[config.mk]
export PLATFORM = sky130hd
export DESIGN_NAME = interval_tag_table
export DESIGN_NICKNAME = d
export VERILOG_FILES = /design/src/sv/itt_pkg.sv /design/src/sv/interval_tag_table.sv
export VERILOG_INCLUDE_DIRS = /design/src /design/src/sv
export SDC_FILE = /design/constraint.sdc
export NUM_CORES = 2
export LEC_CHECK = 0
export BUFFER_PORTS_ARGS = -buffer_cell sky130_fd_sc_hd__buf_2
export CORE_MARGIN = 2
export CORE_UTILIZATION = 45
export CTS_CLUSTER_DIAMETER = 30
export CTS_CLUSTER_SIZE = 40
export DETAILED_ROUTE_END_ITERATION = 10
export PLACE_DENSITY = 0.58
export REMOVE_ABC_BUFFERS = 1
export SLEW_MARGIN = 5
export SYNTH_ARGS = -nofsm -noshare
export SYNTH_HDL_FRONTEND = slang
export SYNTH_SLANG_ARGS = --single-unit
[constraint.sdc]
create_clock -name clk -period 11.2 [get_ports clk]
set_input_delay 0.56 -clock clk [delete_from_list [all_inputs] [get_ports clk]]
set_output_delay 0.56 -clock clk [all_outputs]
set_load 0.03 [all_outputs]
[src/sv/interval_tag_table_assert.svh]
// assertion macros for the interval tag table
`ifndef INTERVAL_TAG_TABLE_ASSERT_SVH
`define INTERVAL_TAG_TABLE_ASSERT_SVH
`ifndef SYNTHESIS
`define ITT_ASSERT(lbl, prop) \
	lbl: assert property (@(posedge clk) disable iff (!arst_n) prop) \
		else $error("interval tag table assertion failed");
`define ITT_ASSERT_ALWAYS(lbl, prop) \
	lbl: assert property (@(posedge clk) prop) \
		else $error("interval tag table assertion failed");
`else
`define ITT_ASSERT(lbl, prop)
`define ITT_ASSERT_ALWAYS(lbl, prop)
`endif
`endif

[src/sv/itt_pkg.sv]
// types and codes for the interval tag table
package itt_pkg;

	typedef enum logic [2:0] {
		CMD_INSERT = 3'd0,
		CMD_REMOVE = 3'd1,
		CMD_FIND   = 3'd2,
		CMD_INNER  = 3'd3,
		CMD_OUTER  = 3'd4
	} cmd_t;

	typedef enum logic [1:0] {
		STS_OK        = 2'd0,
		STS_NOT_FOUND = 2'd1,
		STS_FULL      = 2'd2
	} status_t;

	typedef enum logic [2:0] {
		S_IDLE,
		S_SCAN,
		S_INS,
		S_PUT,
		S_DONE
	} state_t;

	typedef struct packed {
		logic [31:0] id;
		logic [15:0] first;
		logic [15:0] last;
	} entry_t;

	localparam int IN_W  = 88;
	localparam int OUT_W = 72;

endpackage

[src/sv/interval_tag_table.sv]
// interval tag table: sorted interval store with id lookup and stabbing queries
//
// One command word enters on the s_ side, one result word leaves on the m_ side.
// Commands: insert, remove by id, find by id, innermost and outermost query.
// The table lives in a single-port-write, single-port-read memory of MAX_TAGS
// entries, and one compare unit walks it one entry per cycle under a small
// sequencer; s_tready is low while a command is at work.
// Find, remove and both queries walk the table from entry 0 upward; remove
// shifts the tail down during the same walk. Insert walks down from the top
// and shifts entries up until its slot is found. A full insert, an unknown
// command or a command on an empty table goes straight to the result.
// The memory read port limits the walk to one entry per cycle.
// The result sits in an output register; the next command is accepted while it
// waits, but its own result is held back until the receiver takes the last one.
// Reset empties the table (count to zero) and drops any pending result; memory
// contents are not cleared and are never read before being written.
module interval_tag_table import itt_pkg::*; #(
	parameter int MAX_TAGS = 16
) (
	input  logic             clk,
	input  logic             arst_n,
	input  logic             s_tvalid,
	output logic             s_tready,
	// cmd, tag_id, first_frame, last_frame, query_frame
	input  logic [IN_W-1:0]  s_tdata,
	output logic             m_tvalid,
	input  logic             m_tready,
	// status, hit_id, hit_first, hit_last, entry_count
	output logic [OUT_W-1:0] m_tdata
);

	localparam int AW = (MAX_TAGS > 1) ? $clog2(MAX_TAGS) : 1;
	localparam int CW = $clog2(MAX_TAGS + 1);

	entry_t mem [MAX_TAGS];

	state_t         state_q, state_d;
	cmd_t           cmd_q;
	entry_t         new_ent;
	logic [15:0]    frame_q;
	logic [CW-1:0]  count_q, count_d;
	logic [AW-1:0]  rd_addr_q, rd_addr_d;
	logic           rd_done_q, rd_done_d;
	logic [AW-1:0]  addr_s1;
	logic           vld_s1;
	entry_t         rdata_s1;
	logic           hit_q, hit_d;
	logic           full_q, full_d;
	entry_t         ent_q, ent_d;
	logic [15:0]    span_q, span_d;

	logic           accept;
	cmd_t           in_cmd;
	entry_t         in_ent;
	logic [15:0]    in_frame;
	logic [AW-1:0]  last_idx;
	logic           issue;
	logic           we;
	logic [AW-1:0]  waddr;
	entry_t         wdata;
	logic           load_out;
	logic           id_match;
	logic           contain;
	logic [15:0]    span;
	logic           better;

	logic           m_tvalid_q;
	status_t        m_sts_q;
	entry_t         m_ent_q;
	logic [4:0]     m_count_q;
	status_t        out_sts;

	assign s_tready = (state_q == S_IDLE);
	assign accept   = s_tvalid && s_tready;
	assign in_cmd   = cmd_t'(s_tdata[2:0]);
	assign in_ent   = '{id: s_tdata[34:3], first: s_tdata[50:35], last: s_tdata[66:51]};
	assign in_frame = s_tdata[82:67];
	assign last_idx = AW'(count_q - 1'b1);

	assign id_match = (rdata_s1.id == new_ent.id);
	assign contain  = (frame_q >= rdata_s1.first) && (frame_q <= rdata_s1.last);
	assign span     = rdata_s1.last - rdata_s1.first;
	assign better   = (cmd_q == CMD_INNER) ? (span < span_q) : (span > span_q);

	always_ff @(posedge clk or negedge arst_n) begin
		if (!arst_n) begin
			state_q   <= S_IDLE;
			count_q   <= '0;
			rd_done_q <= 1'b0;
			vld_s1    <= 1'b0;
			hit_q     <= 1'b0;
			full_q    <= 1'b0;
		end else begin
			state_q   <= state_d;
			count_q   <= count_d;
			rd_done_q <= rd_done_d;
			vld_s1    <= issue;
			hit_q     <= hit_d;
			full_q    <= full_d;
		end
	end

	always_ff @(posedge clk) begin
		if (accept) begin
			cmd_q   <= in_cmd;
			new_ent <= in_ent;
			frame_q <= in_frame;
		end
		rd_addr_q <= rd_addr_d;
		addr_s1   <= rd_addr_q;
		ent_q     <= ent_d;
		span_q    <= span_d;
	end

	always_ff @(posedge clk) begin
		if (we) begin
			mem[waddr] <= wdata;
		end
		if (issue) begin
			rdata_s1 <= mem[rd_addr_q];
		end
	end

	always_comb begin
		state_d   = state_q;
		count_d   = count_q;
		rd_addr_d = rd_addr_q;
		rd_done_d = rd_done_q;
		hit_d     = hit_q;
		full_d    = full_q;
		ent_d     = ent_q;
		span_d    = span_q;
		issue     = 1'b0;
		we        = 1'b0;
		waddr     = '0;
		wdata     = new_ent;
		load_out  = 1'b0;
		unique case (state_q)
			S_IDLE: begin
				if (accept) begin
					hit_d     = 1'b0;
					full_d    = 1'b0;
					rd_done_d = 1'b0;
					case (in_cmd) inside
						CMD_INSERT: begin
							if (count_q == CW'(MAX_TAGS)) begin
								full_d  = 1'b1;
								state_d = S_DONE;
							end else if (count_q == '0) begin
								we      = 1'b1;
								wdata   = in_ent;
								hit_d   = 1'b1;
								ent_d   = in_ent;
								count_d = CW'(count_q + 1'b1);
								state_d = S_DONE;
							end else begin
								rd_addr_d = last_idx;
								state_d   = S_INS;
							end
						end
						CMD_REMOVE, CMD_FIND, CMD_INNER, CMD_OUTER: begin
							rd_addr_d = '0;
							state_d   = (count_q == '0) ? S_DONE : S_SCAN;
						end
						default: state_d = S_DONE;
					endcase
				end
			end
			S_SCAN: begin
				if (!rd_done_q) begin
					issue     = 1'b1;
					rd_addr_d = AW'(rd_addr_q + 1'b1);
					rd_done_d = (rd_addr_q == last_idx);
				end
				if (vld_s1) begin
					case (cmd_q) inside
						CMD_FIND: begin
							if (!hit_q && id_match) begin
								hit_d = 1'b1;
								ent_d = rdata_s1;
							end
						end
						CMD_REMOVE: begin
							if (!hit_q) begin
								if (id_match) begin
									hit_d = 1'b1;
									ent_d = rdata_s1;
								end
							end else begin
								we    = 1'b1;
								waddr = AW'(addr_s1 - 1'b1);
								wdata = rdata_s1;
							end
						end
						default: begin
							if (contain && (!hit_q || better)) begin
								hit_d  = 1'b1;
								ent_d  = rdata_s1;
								span_d = span;
							end
						end
					endcase
					if (addr_s1 == last_idx) begin
						state_d = S_DONE;
						if (cmd_q == CMD_REMOVE && (hit_q || id_match)) begin
							count_d = CW'(count_q - 1'b1);
						end
					end
				end
			end
			S_INS: begin
				if (!rd_done_q) begin
					issue     = 1'b1;
					rd_addr_d = AW'(rd_addr_q - 1'b1);
					rd_done_d = (rd_addr_q == '0);
				end
				if (vld_s1) begin
					we    = 1'b1;
					waddr = AW'(addr_s1 + 1'b1);
					if (rdata_s1.first > new_ent.first) begin
						wdata = rdata_s1;
						if (addr_s1 == '0) begin
							state_d = S_PUT;
						end
					end else begin
						hit_d   = 1'b1;
						ent_d   = new_ent;
						count_d = CW'(count_q + 1'b1);
						state_d = S_DONE;
					end
				end
			end
			S_PUT: begin
				we      = 1'b1;
				hit_d   = 1'b1;
				ent_d   = new_ent;
				count_d = CW'(count_q + 1'b1);
				state_d = S_DONE;
			end
			S_DONE: begin
				if (!m_tvalid_q || m_tready) begin
					load_out = 1'b1;
					state_d  = S_IDLE;
				end
			end
			default: state_d = S_IDLE;
		endcase
	end

	assign out_sts = full_q ? STS_FULL : (hit_q ? STS_OK : STS_NOT_FOUND);

	always_ff @(posedge clk or negedge arst_n) begin
		if (!arst_n) begin
			m_tvalid_q <= 1'b0;
		end else if (load_out) begin
			m_tvalid_q <= 1'b1;
		end else if (m_tready) begin
			m_tvalid_q <= 1'b0;
		end
	end

	always_ff @(posedge clk) begin
		if (load_out) begin
			m_sts_q   <= out_sts;
			m_ent_q   <= hit_q ? ent_q : '0;
			m_count_q <= 5'(count_q);
		end
	end

	assign m_tvalid = m_tvalid_q;
	assign m_tdata  = {1'b0, m_count_q, m_ent_q.last, m_ent_q.first, m_ent_q.id, m_sts_q};

`include "interval_tag_table_assert.svh"

	`ITT_ASSERT_ALWAYS(a_count_max, !arst_n || (count_q <= CW'(MAX_TAGS)))
	`ITT_ASSERT(a_count_step, (count_q != $past(count_q)) |->
		((count_q == CW'($past(count_q) + 1'b1)) || (count_q == CW'($past(count_q) - 1'b1))))
	`ITT_ASSERT(a_write_in_range, we |-> (CW'(waddr) <= count_q))
	`ITT_ASSERT(a_full_count, (m_tvalid_q && m_sts_q == STS_FULL) |-> (m_count_q == 5'(MAX_TAGS)))

endmodule
* Word level (Yosys, flattened, before mapping)
Memory sizes are Yosys's and may differ from the RTL's. A register that Yosys moved wholly into a read port is not among the register bits. Cells that the tools add are included.
Word-level totals: register bits after elaboration 255, output and inout bits 74, logic and storage cells 200, input port bits 92, memories 1, bits in writable memories 1024
Cells by class: reduce and logical (&&, ||, !) cells 28, eq/ne operators 35, bitwise gates (word level) 2, add/sub/neg operators 7, muxes and demuxes 99, order comparisons 5
Memories:
- mem | depth 16, width 64, read ports 1, clocked after Yosys merged registers in 1, write ports 1, RTL line interval_tag_table.sv:35 | entry_t mem [MAX_TAGS];
Operator list (count):
- $mux W64 | 23
- $pmux W64 S4 | 1
- $pmux W64 S3 | 1
- $mux W4 | 12
- $mux W5 | 9
- $mux W3 | 12
- $mux W1 | 34
- $eq A32 B32 Y1 | 1
- $gt A16 B16 Y1 | 2
- $pmux W5 S4 | 1
- $eq A3 B2 Y1 const B | 6
- $ne A2 B2 Y1 const B | 9
- $ge A16 B16 Y1 | 1
- $le A16 B16 Y1 | 1
- $lt A16 B16 Y1 | 1
- $sub A16 B16 Y16 | 1
- $pmux W3 S5 | 1
- $reduce_and A7 Y1 | 2
- $ne A3 B3 Y1 const B | 4
- $ne A4 B4 Y1 const B | 3
- $pmux W4 S3 | 1
- $reduce_and A12 Y1 | 1
- $reduce_and A10 Y1 | 1
- $eq A3 B1 Y1 const B | 3
- other kinds (27) | 45

* Depth between registers and ports, before layout
word-level depth 10, depth in mapped cells 21, depth with buffers taken out 21

* Worst setup path before layout
OpenSTA, ideal clock, no wires.
path kind register to register, start point register rdata_s1[0] (netlist name), end point register ent_q[0] in the netlist's numbering (enable), buffers on the path 0, path slack 5.375 ns, required time 10.771 ns, library setup time 0.429 ns, period minus slack after synthesis 5.825 ns, arrival 5.396 ns, cell stages (with the launch flop) 21, cell sequence edfxtp_1 -> inv_1 -> ha_1 -> inv_1 -> fa_1 -> a21o_1 -> a21oi_1 -> o21ai_0 -> a31oi_1 -> a21oi_1 -> a21o_1 -> a21oi_1 -> xnor2_1 -> ha_1 -> nand4_1 -> or3_1 -> o22ai_1 -> a2111oi_0 -> a211oi_1 -> a211oi_1 -> and3_1
On the way: cells in the longest elaborated chain, start to end 7, elaborated cells between the ends (all ways) 10, those cells by class 1 x add/sub; 3 x order compare; 1 x eq/ne; 1 x mux; 4 x reduce/logical
RTL lines:
- $sub A16 B16 Y16 (*) | RTL line interval_tag_table.sv:82 | assign span = rdata_s1.last - rdata_s1.first;
- named net span[14] | RTL line interval_tag_table.sv:64 | logic [15:0] span;
- $gt A16 B16 Y1 or $lt A16 B16 Y1 (tied branches) | RTL line interval_tag_table.sv:83 | assign better = (cmd_q == CMD_INNER) ? (span < span_q) : (span > span_q);
- $mux W1 (*) | RTL line interval_tag_table.sv:83
- $logic_or A1 B1 Y1 (*) | RTL line interval_tag_table.sv:196 | if (contain && (!hit_q || better)) begin
- $logic_and A1 B1 Y1 (*) | RTL line interval_tag_table.sv:196
- $ne A4 B4 Y1 (no line) (*)
- $reduce_and A12 Y1 (no line) (*)
- to (signal assigned) | RTL line interval_tag_table.sv:111 | ent_q <= ent_d;
- to (decl) | RTL line interval_tag_table.sv:49 | entry_t ent_q, ent_d;
The timed path passes the listed nets; every way through them passes the cells marked *. A chain may end at the register's enable or synchronous reset.

* Worst setup path in the final report
start point register rdata_s1[0] (netlist name), end point register ent_q[36] in the netlist's numbering (enable)
On the way: cells in the longest elaborated chain, start to end 7, elaborated cells between the ends (all ways) 10, those cells by class 1 x add/sub; 3 x order compare; 1 x eq/ne; 1 x mux; 4 x reduce/logical
RTL lines (RTL line):
- $sub A16 B16 Y16 (*) | interval_tag_table.sv:82
- named net span[14] | interval_tag_table.sv:64
- $gt A16 B16 Y1 or $lt A16 B16 Y1 (tied branches) | interval_tag_table.sv:83
- $mux W1 (*) | interval_tag_table.sv:83
- $logic_or A1 B1 Y1 (*) | interval_tag_table.sv:196
- $logic_and A1 B1 Y1 (*) | interval_tag_table.sv:196
- $ne A4 B4 Y1 (no line) (*)
- $reduce_and A12 Y1 (no line) (*)
Marked as above.

==> metrics.txt <==
share of cells above drive strength 1=27.8%; Crit path top cell by count=a21oi_1; Setup WS pre-CTS=4810 ps; CP Data Required Time=11680 ps; Crit Path Class=reg2reg; Async SR Flop Fraction=0.968%; Critical Path Fanout Max=33; initial core utilization=45.4%; P&R area growth vs syn=23.7%; final setup fails=0; initial antenna violation count=12; Inserted Clock Buffers=296; #FFs+latches synth=1343; total gr overflow=0; Starting DRT DRC Count=4534; Post-DRT Antenna Nets=0; Synth top area share=70.8%; Gate power share=29.1%; Synth cell types=76; clock skew=78.8 ps; Worst-path clk slew=50 ps; Placed Instances=4766; First-pass DRT Iterations=6; fill cell count=9278; Die H=357 um; clock network fraction of total power=37.2%; Clock Latency Late Sink=920 ps; Crit path largest cell delay=750 ps; cell taking the most area after synthesis=edfxtp_1; period utilization=57.4%; Peak VDD IR=0.228 mV; Setup crit end kind=flop; P_leak=23.6 nW; RD Place Congestion=0.863; max-cap viol count=0; outcome=complete, no violations; final wirelength=163000 um; Hold WC Path Type=in2async; largest net degree at the start of global routing=159; IO Pins=166; Final Non-Filler Cells=5372; min Tclk post-route=6430 ps; clock buffer depth=4; TritonCTS clock tree=done; input/output buffers=159; # clock sinks=1343; max_slew headroom=12.3%; Reg-to-Reg End=ent_q[36]; via density per instance=6.15; H-tree depth=5; Critical Path, Cell by Cell=inv_1 -> ha_1 -> inv_1 -> fa_1 -> a21o_1 -> a21oi_1 -> o21ai_0 -> a31oi_1 -> a21oi_1 -> a21o_1 -> a21oi_1 -> xnor2_1 -> ha_1 -> nand4_1 -> or3_1 -> o22ai_1 -> a2111oi_0 -> a211oi_1 -> a211oi_1 -> and3_4 -> buf_4; final core utilization=56.2%; post-synthesis sequential area ratio=71.6%; CORE AREA=124000 um2; most frequent cell after synthesis=edfxtp_1; EDFF count, synth=1326; Crit path arrival time=6920 ps; setup slack after layout=4770 ps; fraction of power consumed by sequential logic=33.7%; Post-CTS Setup Inserts=0; Clock Root Buffer=clkbuf_16; synthesis warning total=0; CP startpoint kind=flop; Worst-Margin Slew=1310 ps; f_max=155 MHz; Primary FF master, synth=edfxtp_1; dominant cells by area after synthesis=edfxtp_1 (71%), mux4_2 (10%), ha_1 (1.9%); Vias=33054; RSZ-0062 raised after global routing=false; Worst R2R Start=rdata_s1[0]; Final Cell Area=69600 um2; vias in the first global route=33686; detailed-route DRC error count=0; P per Cell Area=330 nW/um2; die extent in x=357 um; Final Hold Viols=0; Reg2Reg Depth=21; dpl hpwl=83500 um; Syn Area/Cell=18.2 um2; first-pass GRT wire length=233000 um; internal power=15.5 mW; synth cell count leaders=edfxtp_1 (1326), mux4_2 (254), a21oi_1 (167); FP Rows=129; Worst R2R Setup Slack=4770 ps; full die area=128000 um2; Post-Synthesis Cells=3093; Nets=3690; routed len/inst=30.4 um; Switching Power=7.47 mW; sw frac=32.5%; Syn Std Cell Area=56200 um2; Slew Viols, Final=0; GRT Util Overall=25.6%; dpl cell area=58900 um2; hold slack final=113 ps; Slowest cell on crit path=and3_4
==> metrics by stage <==
stage	total power, mW	setup TNS, ps
final	23.0	0
after global routing	23.9	0
after CTS	23.0	0
after detailed placement	14.4	0
after global placement	14.2	0
after floorplan	12.8	-69040
==> worst max-delay path, delay by kind of cell, from the launching register on <==
kind / cells / cell delay, ps
and+or+nand+nor: 3 / 1020
adders and majority gates: 3 / 850
xor gates and xnor gates: 1 / 160
AOI/OAI and AO/OA: 11 / 2590
DFF: 1 / 490
buffers and inverters: 3 / 840
==> layer usage <==
layer,track usage (%),up-vias,share of wire (%)
met5,0,-,0.030
met4,8.86,8,2.9
met3,5.71,353,9.5
met2,41.2,1892,48
met1,34.5,17070,39
li1,-,13731,-
==> power groups by stage <==
| stage | registers, mW | clock network, mW | logic, mW |
|---|---|---|---|
| 2_1_floorplan | 8.23 | 0 | 4.60 |
| 3_5_place_dp | 7.81 | 0 | 6.62 |
| 3_3_place_gp | 7.79 | 0 | 6.38 |
| 4_1_cts | 7.73 | 8.64 | 6.67 |
| 6_report | 7.75 | 8.54 | 6.69 |
| 5_1_grt | 7.79 | 8.90 | 7.19 |
==> flip-flops by register name, indices dropped and copies added (netlist names) <==
signal	cells
cmd_q	3
addr_s1	4
rd_addr_q	4
span_q	16
m_count_q	5
rd_done_q	1
hit_q	1
m_tdata	64
state_q	3
count_q	5
m_tvalid	1
frame_q	16
full_q	1
new_ent	64
m_sts_q	2
mem	1024
ent_q	64
rdata_s1	64
vld_s1	1
==> cells in the final DEF, fill, tap and decap left out, types with 82 or more instances in the layout <==
cell type         n
edfxtp_1       1326
buf_2           159
ha_1             85
dlygate4sd3_1    84
inv_1            82
clkbuf_16       302
a22oi_1         127
a221o_1          98
o21ai_0         127
mux4_2          254
a21oi_1         167
==> cell type report <==
cell class	count	area, um2	area share [%]
antenna	7	17.5	0.0252
multi-input combinational	1473	14900	21.5
tap	1637	2050	2.94
inverter	85	322	0.462
clock inverter	181	2120	3.04
sequential	1343	40200	57.8
clock buffer	334	7690	11.1
timing repair buffer	312	2190	3.15
==> worst max path at each step <==
stage | from | endpoint | slack, ps
after floorplan | rd_addr_q[0] | rdata_s1[62] | -1120
after global placement | rdata_s1[0] | ent_q[40] | 4810
after detailed placement | rdata_s1[0] | ent_q[40] | 4810
after CTS | rdata_s1[0] | ent_q[36] | 4780
after global routing | rdata_s1[0] | ent_q[26] | 4450
final | rdata_s1[0] | ent_q[36] | 4770
==> repair_timing <==
action                                 4_1_cts  5_1_grt
resized for setup                            0        0
hold buffers                                84        0
endpoints found under the hold margin      101        0
==> cell families after synthesis <==
group           count (synthesis)  synth area share (%)
xor+xnor                       65                  1.04
buf+inv                       277                  2.26
compound gates                718                  8.76
mux                           354                  12.0
other cells                     1               0.00667
fa+ha+maj                      87                  1.96
simple gates                  248                  2.38
flops                        1343                  71.6
Note: power is estimated with default switching activity, not from simulation.
